--- src/hw/rtl/crlsb_pkg.sv ---
// ----------------------------------------------------------------------------
// crlsb_pkg
// Shared types and constants for the run-length sprite blitter.
// ----------------------------------------------------------------------------
package crlsb_pkg;

    // Screen coordinate width and clamp for the sprite height
    localparam int COORD_BITS = 12;
    localparam int MAX_HEIGHT = 1023;

    // Register field widths
    localparam int WIDTH_BITS  = 8;
    localparam int HEIGHT_BITS = 10;
    localparam int POS_BITS    = 16;
    localparam int CLIP_LO_BITS = 12;
    localparam int CLIP_HI_BITS = 13;

    // Configuration port
    localparam int CFG_INDEX_BITS = 3;
    localparam int CFG_DATA_BITS  = 16;

    localparam logic [CFG_INDEX_BITS-1:0] REG_SPRITE_WIDTH  = 3'd0;
    localparam logic [CFG_INDEX_BITS-1:0] REG_SPRITE_HEIGHT = 3'd1;
    localparam logic [CFG_INDEX_BITS-1:0] REG_POS_X         = 3'd2;
    localparam logic [CFG_INDEX_BITS-1:0] REG_POS_Y         = 3'd3;
    localparam logic [CFG_INDEX_BITS-1:0] REG_CLIP_LEFT     = 3'd4;
    localparam logic [CFG_INDEX_BITS-1:0] REG_CLIP_TOP      = 3'd5;
    localparam logic [CFG_INDEX_BITS-1:0] REG_CLIP_RIGHT    = 3'd6;
    localparam logic [CFG_INDEX_BITS-1:0] REG_CLIP_BOTTOM   = 3'd7;

    // Code stream
    localparam int CODE_BITS   = 8;
    localparam int COLOR_BITS  = 8;
    localparam int COLUMN_BITS = 9;
    localparam int RUN_BITS    = 8;

    // Output data bus: x, y, colour packed from bit 0 up, padded to bytes
    localparam int M_DATA_BITS  = 2 * COORD_BITS + COLOR_BITS;
    localparam int M_TDATA_BITS = ((M_DATA_BITS + 7) / 8) * 8;

    // Decode phase codes
    localparam int PHASE_BITS = 2;
    localparam logic [PHASE_BITS-1:0] PH_SKIP  = 2'd0;
    localparam logic [PHASE_BITS-1:0] PH_RUN   = 2'd1;
    localparam logic [PHASE_BITS-1:0] PH_PIXEL = 2'd2;

    typedef struct packed {
        logic [WIDTH_BITS-1:0]   sprite_width;
        logic [HEIGHT_BITS-1:0]  sprite_height;
        logic [POS_BITS-1:0]     pos_x;
        logic [POS_BITS-1:0]     pos_y;
        logic [CLIP_LO_BITS-1:0] clip_left;
        logic [CLIP_LO_BITS-1:0] clip_top;
        logic [CLIP_HI_BITS-1:0] clip_right;
        logic [CLIP_HI_BITS-1:0] clip_bottom;
    } cfg_t;

    typedef struct packed {
        logic                  valid;
        logic                  write_enable;
        logic [COORD_BITS-1:0] pixel_x;
        logic [COORD_BITS-1:0] pixel_y;
        logic [COLOR_BITS-1:0] pixel_color;
        logic                  sprite_done;
    } result_t;

endpackage

--- src/hw/rtl/clipped_run_length_sprite_blitter.sv ---
// ----------------------------------------------------------------------------
// clipped_run_length_sprite_blitter
// Transparent run-length sprite decoder with half-open clip rectangle.
// ----------------------------------------------------------------------------
// Path: a code byte is taken into the input register, decoded from there, and
//   its result, if any, is registered in the output register for the m_ side.
// Throughput: one code byte per cycle unless the output register stalls; the
//   decode state advances in one step between the input and output registers.
// Reset: aresetn is synchronous, active low; it empties both pipeline registers,
//   restores register defaults and puts the decoder at the first skip count.
// ----------------------------------------------------------------------------
module clipped_run_length_sprite_blitter import crlsb_pkg::*; (
    input  logic                      aclk,
    input  logic                      aresetn,

    // configuration write port
    input  logic                      cfg_we,
    input  logic [CFG_INDEX_BITS-1:0] cfg_index,
    input  logic [CFG_DATA_BITS-1:0]  cfg_wdata,

    // code byte stream
    input  logic                      s_tvalid,
    output logic                      s_tready,
    input  logic [CODE_BITS-1:0]      s_tdata,   // [7:0] code_byte

    // pixel write stream
    output logic                      m_tvalid,
    input  logic                      m_tready,
    output logic [M_TDATA_BITS-1:0]   m_tdata,   // pixel_x, pixel_y, pixel_color
    output logic [0:0]                m_tuser,   // [0] write_enable
    output logic                      m_tlast    // sprite_done
);

    cfg_t    cfg;
    result_t result;

    // Input register: one code byte waiting to be decoded
    logic                 in_valid_reg, in_valid_next;
    logic [CODE_BITS-1:0] in_byte_reg;

    // Output register: one finished result waiting to be taken
    logic                  out_valid_reg, out_valid_next;
    logic                  out_we_reg;
    logic [COORD_BITS-1:0] out_x_reg;
    logic [COORD_BITS-1:0] out_y_reg;
    logic [COLOR_BITS-1:0] out_color_reg;
    logic                  out_done_reg;

    logic advance;
    logic s_take;

    crlsb_cfg_regs u_cfg_regs (
        .aclk      (aclk),
        .aresetn   (aresetn),
        .cfg_we    (cfg_we),
        .cfg_index (cfg_index),
        .cfg_wdata (cfg_wdata),
        .cfg       (cfg)
    );

    // Decode the held byte whenever its result (if any) has a place to go:
    // bytes with no result never wait on the output side.
    assign advance = in_valid_reg &&
                     (!result.valid || !out_valid_reg || m_tready);

    crlsb_decoder u_decoder (
        .aclk      (aclk),
        .aresetn   (aresetn),
        .cfg       (cfg),
        .step_en   (advance),
        .code_byte (in_byte_reg),
        .result    (result)
    );

    // Take a new byte when the input register is empty or drains this cycle
    assign s_tready = !in_valid_reg || advance;
    assign s_take   = s_tvalid && s_tready;

    always_comb begin
        in_valid_next = in_valid_reg;
        if (s_tready) begin
            in_valid_next = s_tvalid;
        end

        out_valid_next = out_valid_reg;
        if (advance && result.valid) begin
            out_valid_next = 1'b1;
        end else if (m_tready) begin
            out_valid_next = 1'b0;
        end
    end

    always_ff @(posedge aclk) begin
        if (!aresetn) begin
            in_valid_reg  <= 1'b0;
            out_valid_reg <= 1'b0;
        end else begin
            in_valid_reg  <= in_valid_next;
            out_valid_reg <= out_valid_next;
        end
    end

    // Payload: hold until replaced, no reset needed
    always_ff @(posedge aclk) begin
        if (s_take) begin
            in_byte_reg <= s_tdata;
        end
        if (advance && result.valid) begin
            out_we_reg    <= result.write_enable;
            out_x_reg     <= result.pixel_x;
            out_y_reg     <= result.pixel_y;
            out_color_reg <= result.pixel_color;
            out_done_reg  <= result.sprite_done;
        end
    end

    assign m_tvalid = out_valid_reg;
    assign m_tdata  = M_TDATA_BITS'({out_color_reg, out_y_reg, out_x_reg});
    assign m_tuser  = out_we_reg;
    assign m_tlast  = out_done_reg;

endmodule

--- src/hw/rtl/crlsb_cfg_regs.sv ---
// ----------------------------------------------------------------------------
// crlsb_cfg_regs
// Configuration register file, write-only, one register per write.
// ----------------------------------------------------------------------------
module crlsb_cfg_regs import crlsb_pkg::*; (
    input  logic                      aclk,
    input  logic                      aresetn,
    input  logic                      cfg_we,
    input  logic [CFG_INDEX_BITS-1:0] cfg_index,
    input  logic [CFG_DATA_BITS-1:0]  cfg_wdata,
    output cfg_t                      cfg
);

    cfg_t cfg_reg;
    cfg_t cfg_next;

    always_comb begin
        cfg_next = cfg_reg;
        if (cfg_we) begin
            unique case (cfg_index)
                REG_SPRITE_WIDTH:  cfg_next.sprite_width  = cfg_wdata[WIDTH_BITS-1:0];
                REG_SPRITE_HEIGHT: cfg_next.sprite_height = cfg_wdata[HEIGHT_BITS-1:0];
                REG_POS_X:         cfg_next.pos_x         = cfg_wdata[POS_BITS-1:0];
                REG_POS_Y:         cfg_next.pos_y         = cfg_wdata[POS_BITS-1:0];
                REG_CLIP_LEFT:     cfg_next.clip_left     = cfg_wdata[CLIP_LO_BITS-1:0];
                REG_CLIP_TOP:      cfg_next.clip_top      = cfg_wdata[CLIP_LO_BITS-1:0];
                REG_CLIP_RIGHT:    cfg_next.clip_right    = cfg_wdata[CLIP_HI_BITS-1:0];
                REG_CLIP_BOTTOM:   cfg_next.clip_bottom   = cfg_wdata[CLIP_HI_BITS-1:0];
                default:           cfg_next = cfg_reg;
            endcase
        end
    end

    always_ff @(posedge aclk) begin
        if (!aresetn) begin
            cfg_reg.sprite_width  <= WIDTH_BITS'(1);
            cfg_reg.sprite_height <= HEIGHT_BITS'(1);
            cfg_reg.pos_x         <= '0;
            cfg_reg.pos_y         <= '0;
            cfg_reg.clip_left     <= '0;
            cfg_reg.clip_top      <= '0;
            cfg_reg.clip_right    <= CLIP_HI_BITS'(4096);
            cfg_reg.clip_bottom   <= CLIP_HI_BITS'(4096);
        end else begin
            cfg_reg <= cfg_next;
        end
    end

    assign cfg = cfg_reg;

endmodule

--- src/hw/rtl/crlsb_decoder.sv ---
// ----------------------------------------------------------------------------
// crlsb_decoder
// Run-length decode state and the single-step pixel/clip logic.
// ----------------------------------------------------------------------------
module crlsb_decoder import crlsb_pkg::*; (
    input  logic                 aclk,
    input  logic                 aresetn,
    input  cfg_t                 cfg,
    input  logic                 step_en,
    input  logic [CODE_BITS-1:0] code_byte,
    output result_t              result
);

    localparam int SX_BITS = POS_BITS + 2;
    localparam int HCMP_BITS = (HEIGHT_BITS + 1 > 17) ? HEIGHT_BITS + 1 : 17;

    logic [PHASE_BITS-1:0]  phase_reg,  phase_next;
    logic [COLUMN_BITS-1:0] column_reg, column_next;
    logic [HEIGHT_BITS-1:0] row_reg,    row_next;
    logic [RUN_BITS-1:0]    run_reg,    run_next;

    logic signed [SX_BITS-1:0] sx;
    logic signed [SX_BITS-1:0] sy;
    logic                      x_ok;
    logic                      y_ok;
    logic [COLUMN_BITS-1:0]    col_inc;
    logic [COLUMN_BITS-1:0]    col_sum;
    logic [RUN_BITS-1:0]       run_dec;
    logic [HEIGHT_BITS:0]      row_inc;
    logic [HCMP_BITS-1:0]      height_eff;
    logic                      last_row;
    logic                      row_end;
    logic                      we;
    logic                      done;
    logic [COLUMN_BITS-1:0]    width_ext;

    always_comb begin
        sx = {{2{cfg.pos_x[POS_BITS-1]}}, cfg.pos_x} +
             SX_BITS'({1'b0, column_reg});
        sy = {{2{cfg.pos_y[POS_BITS-1]}}, cfg.pos_y} +
             SX_BITS'({1'b0, row_reg});

        // on screen (0 <= v < 2^COORD_BITS) and inside the half-open clip
        x_ok = (sx[SX_BITS-1:COORD_BITS] == '0) &&
               (unsigned'(sx) >= SX_BITS'(cfg.clip_left)) &&
               (unsigned'(sx) <  SX_BITS'(cfg.clip_right));
        y_ok = (sy[SX_BITS-1:COORD_BITS] == '0) &&
               (unsigned'(sy) >= SX_BITS'(cfg.clip_top)) &&
               (unsigned'(sy) <  SX_BITS'(cfg.clip_bottom));

        width_ext = COLUMN_BITS'(cfg.sprite_width);
        col_inc   = column_reg + COLUMN_BITS'(1);
        col_sum   = column_reg + COLUMN_BITS'(code_byte);
        run_dec   = run_reg - RUN_BITS'(1);
        row_inc   = {1'b0, row_reg} + (HEIGHT_BITS+1)'(1);

        height_eff = (HCMP_BITS'(cfg.sprite_height) > HCMP_BITS'(MAX_HEIGHT)) ?
                     HCMP_BITS'(MAX_HEIGHT) : HCMP_BITS'(cfg.sprite_height);
        last_row   = (HCMP_BITS'(row_inc) >= height_eff);

        phase_next  = phase_reg;
        column_next = column_reg;
        row_next    = row_reg;
        run_next    = run_reg;
        row_end     = 1'b0;
        we          = 1'b0;
        done        = 1'b0;

        unique case (phase_reg)
            PH_RUN: begin
                run_next   = code_byte;
                phase_next = (code_byte == '0) ? PH_SKIP : PH_PIXEL;
            end
            PH_PIXEL: begin
                we          = (column_reg < width_ext) && x_ok && y_ok;
                column_next = col_inc;
                run_next    = run_dec;
                if (run_dec == '0) begin
                    if (col_inc >= width_ext) begin
                        row_end = 1'b1;
                    end else begin
                        phase_next = PH_SKIP;
                    end
                end
            end
            default: begin
                // skip count; the spare phase code decodes the same way
                column_next = col_sum;
                if (col_sum >= width_ext) begin
                    row_end = 1'b1;
                end else begin
                    phase_next = PH_RUN;
                end
            end
        endcase

        if (row_end) begin
            phase_next  = PH_SKIP;
            column_next = '0;
            run_next    = '0;
            if (last_row) begin
                row_next = '0;
                done     = 1'b1;
            end else begin
                row_next = row_inc[HEIGHT_BITS-1:0];
            end
        end

        result.valid        = we || done;
        result.write_enable = we;
        result.pixel_x      = we ? sx[COORD_BITS-1:0] : '0;
        result.pixel_y      = we ? sy[COORD_BITS-1:0] : '0;
        result.pixel_color  = we ? code_byte : '0;
        result.sprite_done  = done;
    end

    always_ff @(posedge aclk) begin
        if (!aresetn) begin
            phase_reg  <= PH_SKIP;
            column_reg <= '0;
            row_reg    <= '0;
            run_reg    <= '0;
        end else if (step_en) begin
            phase_reg  <= phase_next;
            column_reg <= column_next;
            row_reg    <= row_next;
            run_reg    <= run_next;
        end
    end

endmodule
--- config.mk ---
export PLATFORM = sky130hd
export DESIGN_NAME = clipped_run_length_sprite_blitter
export DESIGN_NICKNAME = d
export VERILOG_FILES = /design/src/hw/rtl/crlsb_pkg.sv /design/src/hw/rtl/clipped_run_length_sprite_blitter.sv /design/src/hw/rtl/crlsb_cfg_regs.sv /design/src/hw/rtl/crlsb_decoder.sv
export SDC_FILE = /design/constraint.sdc
export NUM_CORES = 1
export LEC_CHECK = 0
export ABC_CLOCK_PERIOD_IN_PS = 7900
export BUFFER_PORTS_ARGS = -buffer_cell sky130_fd_sc_hd__clkbuf_2
export CORE_ASPECT_RATIO = 0.8
export CORE_MARGIN = 5
export CORE_UTILIZATION = 30
export DETAILED_ROUTE_END_ITERATION = 10
export PLACE_DENSITY = 0.48
export SLEW_MARGIN = 20
export SYNTH_ARGS = -nofsm -noshare
export SYNTH_HDL_FRONTEND = slang
export SYNTH_SLANG_ARGS = --single-unit
--- constraint.sdc ---
create_clock -name aclk -period 7.9 [get_ports aclk]
set_clock_uncertainty 0.05 [all_clocks]
set_input_delay 0.395 -clock aclk [delete_from_list [all_inputs] [get_ports aclk]]
set_output_delay 0.395 -clock aclk [all_outputs]
set_load 0.03 [all_outputs]
# Word-level counts from Yosys, hierarchy flattened
# Cells that the tools add are included.
# word_totals
output_inout_bits	36
word_cells	102
ff_bits	173
in_bits	32
# classes
addsub	6
magnitude_cmp	8
eq_ne	13
mux	20
n_reduce_logical	35
# ops
op	n
$ge 18x12->1	2
$lt 18x13->1	2
$reduce_and 2->1	11
$ge 9x8->1	2
$pmux 9 s2	1
$add 16x10->17	1
$add 16x11->17	1
$logic_not 8->1	2
$pmux 8 s2	1
$eq 3x3->1 const B	4
$logic_not 6->1	2
$add 10x1->11 const B	1
$ge 11x10->1	1
$mux 10	1
$mux 2	5
$add 9x1->9 const B	1
$add 9x8->9	1
$logic_and 1x1->1	9
$lt 9x8->1	1
$mux 9	1
$mux 1	8
$mux 8	1
$sub 8x1->8 const B	1
$eq 3x2->1 const B	2
15 further kinds	20

# Longest topological paths before layout
# depth
depth_word	14
depth_mapped	21
mapped_depth_nobuf	20

# Modules after synthesis
# A second synthesis with hierarchy kept.
# hier_totals
cells_unflattened	1173
area_unflattened_um2	10911.7
# by_module_without_submodules
mod	seq_area_each_um2	instances	cells_each	area_per_inst_um2
crlsb_decoder	580.6	1	767	5866.9
crlsb_cfg_regs	2001.9	1	352	3666.0
clipped_run_length_sprite_blitter	1301.2	1	54	1378.8

# Worst setup path before layout
# No wires, ideal clock.
# synth_timing
kind	register -> register
startpoint	register u_decoder.column_reg[0]
endpoint	register out_done_reg (netlist: m_tlast), enable pin
setup_time_ns	0.425
stages_incl_launch_ff	19
n_path_buf	0
synth_period_minus_slack_ns	5.870
t_arrival_ns	5.395
slack_ns	2.030
required_time_ns	7.425
cell_sequence	dfxtp_1 ha_1 fa_1 a211oi_1 o21ai_0 a32oi_1 xor2_1 inv_1 ha_1 or4b_4 a211oi_1 and3_1 o211ai_1 nor3_1 nand4_1 or4b_4 inv_2 o21ai_0 nor2_1
# synth_via
elab_chain_len	13
word_cells_on_any_way	25
cone_classes	3 x add/sub; 5 x order compare; 6 x mux; 11 x reduce/logical
# synth_rtl
item	line	rtl
start: declaration	crlsb_decoder.sv:18	logic [COLUMN_BITS-1:0] column_reg, column_next;
start signal: assignment	crlsb_decoder.sv:125	column_reg <= column_next;
$add 16x10->17	crlsb_decoder.sv:38	sx = {{2{cfg.pos_x[POS_BITS-1]}}, cfg.pos_x} +
$ge 18x12->1 or $logic_not 6->1 (tied branches)	crlsb_decoder.sv:45, crlsb_decoder.sv:44	
$logic_and 1x1->1	crlsb_decoder.sv:44	x_ok = (sx[SX_BITS-1:COORD_BITS] == '0) &&
$logic_and 1x1->1	crlsb_decoder.sv:45	(unsigned'(sx) >= SX_BITS'(cfg.clip_left)) &&
$logic_and 1x1->1 (2 in a row)	crlsb_decoder.sv:75	we = (column_reg < width_ext) && x_ok && y_ok;
$mux 1	crlsb_decoder.sv:69	unique case (phase_reg)
$logic_or 1x1->1 *	crlsb_decoder.sv:109	result.valid = we || done;
$logic_not 1->1	clipped_run_length_sprite_blitter.sv:64	(!result.valid || !out_valid_reg || m_tready);
$logic_or 1x1->1 (2 in a row)	clipped_run_length_sprite_blitter.sv:64	
$logic_and 1x1->1	clipped_run_length_sprite_blitter.sv:63	assign advance = in_valid_reg &&
$logic_and 1x1->1 *	clipped_run_length_sprite_blitter.sv:108	if (advance && result.valid) begin
end signal: assignment	clipped_run_length_sprite_blitter.sv:113	out_done_reg <= result.sprite_done;
end: declaration	clipped_run_length_sprite_blitter.sv:47	logic out_done_reg;
# Every way passes the cells marked *; elsewhere a longest branch is shown, timed or not.
# A chain may end at the register's enable or synchronous reset.

# Worst setup path in the final report
# layout_timing
startpoint	register u_decoder.column_reg[0]
endpoint	output s_tready
# layout_via
elab_chain_len	13
word_cells_on_any_way	25
cone_classes	3 x add/sub; 5 x order compare; 6 x mux; 11 x reduce/logical
# layout_rtl
item	line	rtl
$add 16x10->17	crlsb_decoder.sv:38	
$ge 18x12->1 or $logic_not 6->1 (tied branches)	crlsb_decoder.sv:45, crlsb_decoder.sv:44	
$logic_and 1x1->1	crlsb_decoder.sv:44	
$logic_and 1x1->1	crlsb_decoder.sv:45	
$logic_and 1x1->1 (2 in a row)	crlsb_decoder.sv:75	
$mux 1	crlsb_decoder.sv:69	
$logic_or 1x1->1 *	crlsb_decoder.sv:109	
$logic_not 1->1 *	clipped_run_length_sprite_blitter.sv:64	
$logic_or 1x1->1 * (2 in a row)	clipped_run_length_sprite_blitter.sv:64	
$logic_and 1x1->1 *	clipped_run_length_sprite_blitter.sv:63	
$logic_or 1x1->1 *	clipped_run_length_sprite_blitter.sv:76	assign s_tready = !in_valid_reg || advance;
end: declaration	clipped_run_length_sprite_blitter.sv:23	output logic s_tready,
# Marked as above.

==> flow_summary.toml <==
[synth]
synth_xor_area_share_pct = 3.78
synth_top_family_by_area = "simple AND/OR/NAND/NOR gates"
async_flop_share_pct = 0
synth_fa_ha_area_share_pct = 13.9
synth-compound-area-share_pct = 19.6
synth-edff-count = 42
synth_top_area_share_pct = 24.1
netlist_instances = 1278
synthTopCellsByCount = "nand2_1 (255), dfxtp_1 (131), ha_1 (116), a21boi_0 (101), inv_1 (83)"
ys_types = 74
syn-num-nets = 1429
yosys.area.top_type = "dfxtp_1"
synthMuxAreaShare_pct = 0.953
syn_area_um2 = 10900
synth-warning-count = 0
ys_seq_area_share_pct = 35.6
netlist_top_cells_area = "dfxtp_1 (24%), ha_1 (13%), edfxtp_1 (12%)"
synth-simple-area-share_pct = 21.0
synth_area_per_cell_um2 = 8.53
synth-seq-cells = 173
yosysMostFrequentCell = "nand2_1"
synth_ff_type = "dfxtp_1"

[layout]
area_growth_pct = 12.4
largest_reg_flops = 100
drive_gt1_share_pct = 10.1
stdcell_area_um2 = 12300
fillerInstances = 3758
nets = 1469

[placement]
placed_area_um2 = 11600
port_buffers = 67
routabilityCongestion = 0.888
hpwl_um = 24300

[routing]
routed-via-count = 8992
drt_iter0_drc = 628
drc_errors = 0
viasPerCell = 4.96
drt-total-wl_um = 33100
ant_nets = 0
firstDrtPassIters = 5
routedWlPerCell_um = 18.2

[min_path]
hold_depth = 1
min-delay-path-class = "primary input to flop"
min-delay-start = "s_tdata[7]"

[die]
die-area_um2 = 40300
rows = 62
die_y_um = 180
start_util_pct = 30.3
coreArea_um2 = 35900
die_w_um = 223
boundaryPins = 68

[timing]
maxSlewViolCount = 0
fin_setup_tns_ns = 0
layout_min_cycle_time_ns = 6.33
fmax_mhz = 158
rsz0062_at_grt = "no"
worstMarginPinSlew_ns = 0.964
slew_headroom_pct = 35.5
setup_viol = 0
fin_crit_sh_pct = 80.1
hold_viol_final = 0

[outcome]
outcome = "finished clean"

[global_route]
grt_overflow = 0
grt_max_degree = 84
grt_pass1_wl_um = 52000
track_usage_pct = 16.5
grt_pass1_vias = 8660
antenna_found_initial = 2

[clock_tree]
clkLatencyLatePin_ns = 0.45
cts_tree = "done"
root_buffer = "clkbuf_16"
cts_resized = 0
hold_buffers = 0
htreeDepth = 4
clock_path_buffers = 2
cts_buffers = 17
postCtsSetupRepairBufs = 0
clkSinkCount = 173
clkSlewWorstSetupHoldPaths_ns = 0.07

[critical_path]
end_kind = "output port"
required_ns = 7.46
setup.worst_path.start = "u_decoder.column_reg[0]"
path_max_fanout = 33
start_kind = "flop"
critPathArrivalTime_ns = 5.88
reg2reg_slack_ns = 1.73
rr_startpoint = "u_decoder.column_reg[0]"
crit_type = "flop to output port"
r2r_cells = 19

[power]
seqPwrFrac_pct = 44.8
leakage_nw = 4.85
irDropWorstVdd_mv = 0.115
net-switching-power_mw = 0.633
p_clk_share_pct = 39.6
comb_power_share_pct = 15.6
p_int_mw = 1.50
swShare_pct = 29.6
powerDensity_nw_per_um2 = 174

[job]
max_cap_viol_count = 0
[final cells by class]
type                    instances  area, µm²  area share (%)
multi-input cells             968       6480            52.9
flip-flops and latches        173       3880            31.7
well taps                     480        601            4.90
clock buffers                  19        443            3.62
repair buffers                 73        395            3.23
inverters                      85        319            2.60
clock inverters                13        128            1.04
diodes                          2       5.00          0.0408
[stage by stage]
step | hold WS [ns] | power, mW | setup WS [ns] | cells | util [%]
finish | 0.0666 | 2.14 | 1.57 | 1813 | 34.1
CTS | 0.0429 | 2.16 | 1.37 | 1810 | 34.0
global placement | 0.401 | 1.31 | 1.62 | 1778 | 32.4
global route | 0.0401 | 2.23 | 1.20 | 1813 | 34.1
detailed placement | 0.406 | 1.31 | 1.40 | 1778 | 32.4
floorplan | 0.389 | 1.20 | 2.03 | 1278 | -
[final timing paths]
path / end
worst min-delay path: in_byte_reg[7]
worst max register to register: out_x_reg[5]
worst min register to register: u_cfg_regs.cfg[13]
worst max-delay path: s_tready
[metal layers]
metal | wire [µm] | vias to the layer above | GRT usage, %
li1 | - | 4538 | -
met1 | 16900 | 4243 | 24.0
met2 | 14100 | 173 | 24.3
met3 | 1250 | 38 | 3.03
met4 | 875 | 0 | 5.95
met5 | 0 | - | 0
[critical path, cell delays in order, from the launching register on]
cell	delay [ns]
dfxtp_1	0.45
ha_1	0.28
fa_1	0.42
a211oi_1	0.29
o21ai_0	0.26
a32oi_1	0.24
xor2_1	0.33
inv_1	0.09
ha_1	0.19
or4b_4	0.53
a211oi_1	0.22
and3_1	0.19
o211ai_1	0.08
nor3_1	0.15
nand4_1	0.13
or4b_4	0.58
inv_2	0.48
o211a_1	0.30
inv_1	0.06
clkbuf_2	0.18
[kinds of logic (layout without fill, tap and decap cells)]
family	count (synthesis)	count (layout)
xor+xnor	47	47
flops	173	173
fa+ha+maj	119	119
simple gates	493	493
compound gates	299	299
mux	10	10
buf+inv	137	190
other cells	0	2
[power by group through the flow]
stage | clock [mW] | sequential, mW | combinational (mW)
after floorplan | 0 | 0.987 | 0.214
after global placement | 0 | 0.978 | 0.330
after detailed placement | 0 | 0.978 | 0.331
after CTS | 0.873 | 0.958 | 0.333
after global routing | 0.904 | 0.960 | 0.370
final | 0.846 | 0.957 | 0.334
[layout by cell type (no fill, tap or decap), types with 7 or more instances in the layout]
| cell | synthesis | routed |
|---|---|---|
| and3_1 | 15 | 15 |
| a21boi_0 | 101 | 101 |
| a21o_1 | 15 | 15 |
| nor2b_1 | 15 | 15 |
| a31oi_1 | 7 | 7 |
| xnor2_1 | 32 | 32 |
| a21oi_1 | 38 | 38 |
| clkbuf_2 | 6 | 66 |
| mux2i_1 | 7 | 7 |
| nand4_1 | 11 | 11 |
| and2_1 | 38 | 38 |
| o21ai_0 | 43 | 43 |
| xor2_1 | 15 | 15 |
| dfxtp_1 | 131 | 131 |
| ha_1 | 116 | 116 |
| inv_1 | 83 | 83 |
| o211ai_1 | 16 | 16 |
| clkbuf_16 | 0 | 17 |
| nor2_1 | 59 | 56 |
| nor3_1 | 16 | 14 |
| nand3_1 | 46 | 46 |
| nand2b_1 | 15 | 15 |
| nand2_1 | 255 | 255 |
| edfxtp_1 | 42 | 42 |
| o21a_1 | 8 | 8 |
| a211oi_1 | 13 | 13 |
(Power assumes the default switching activity.)
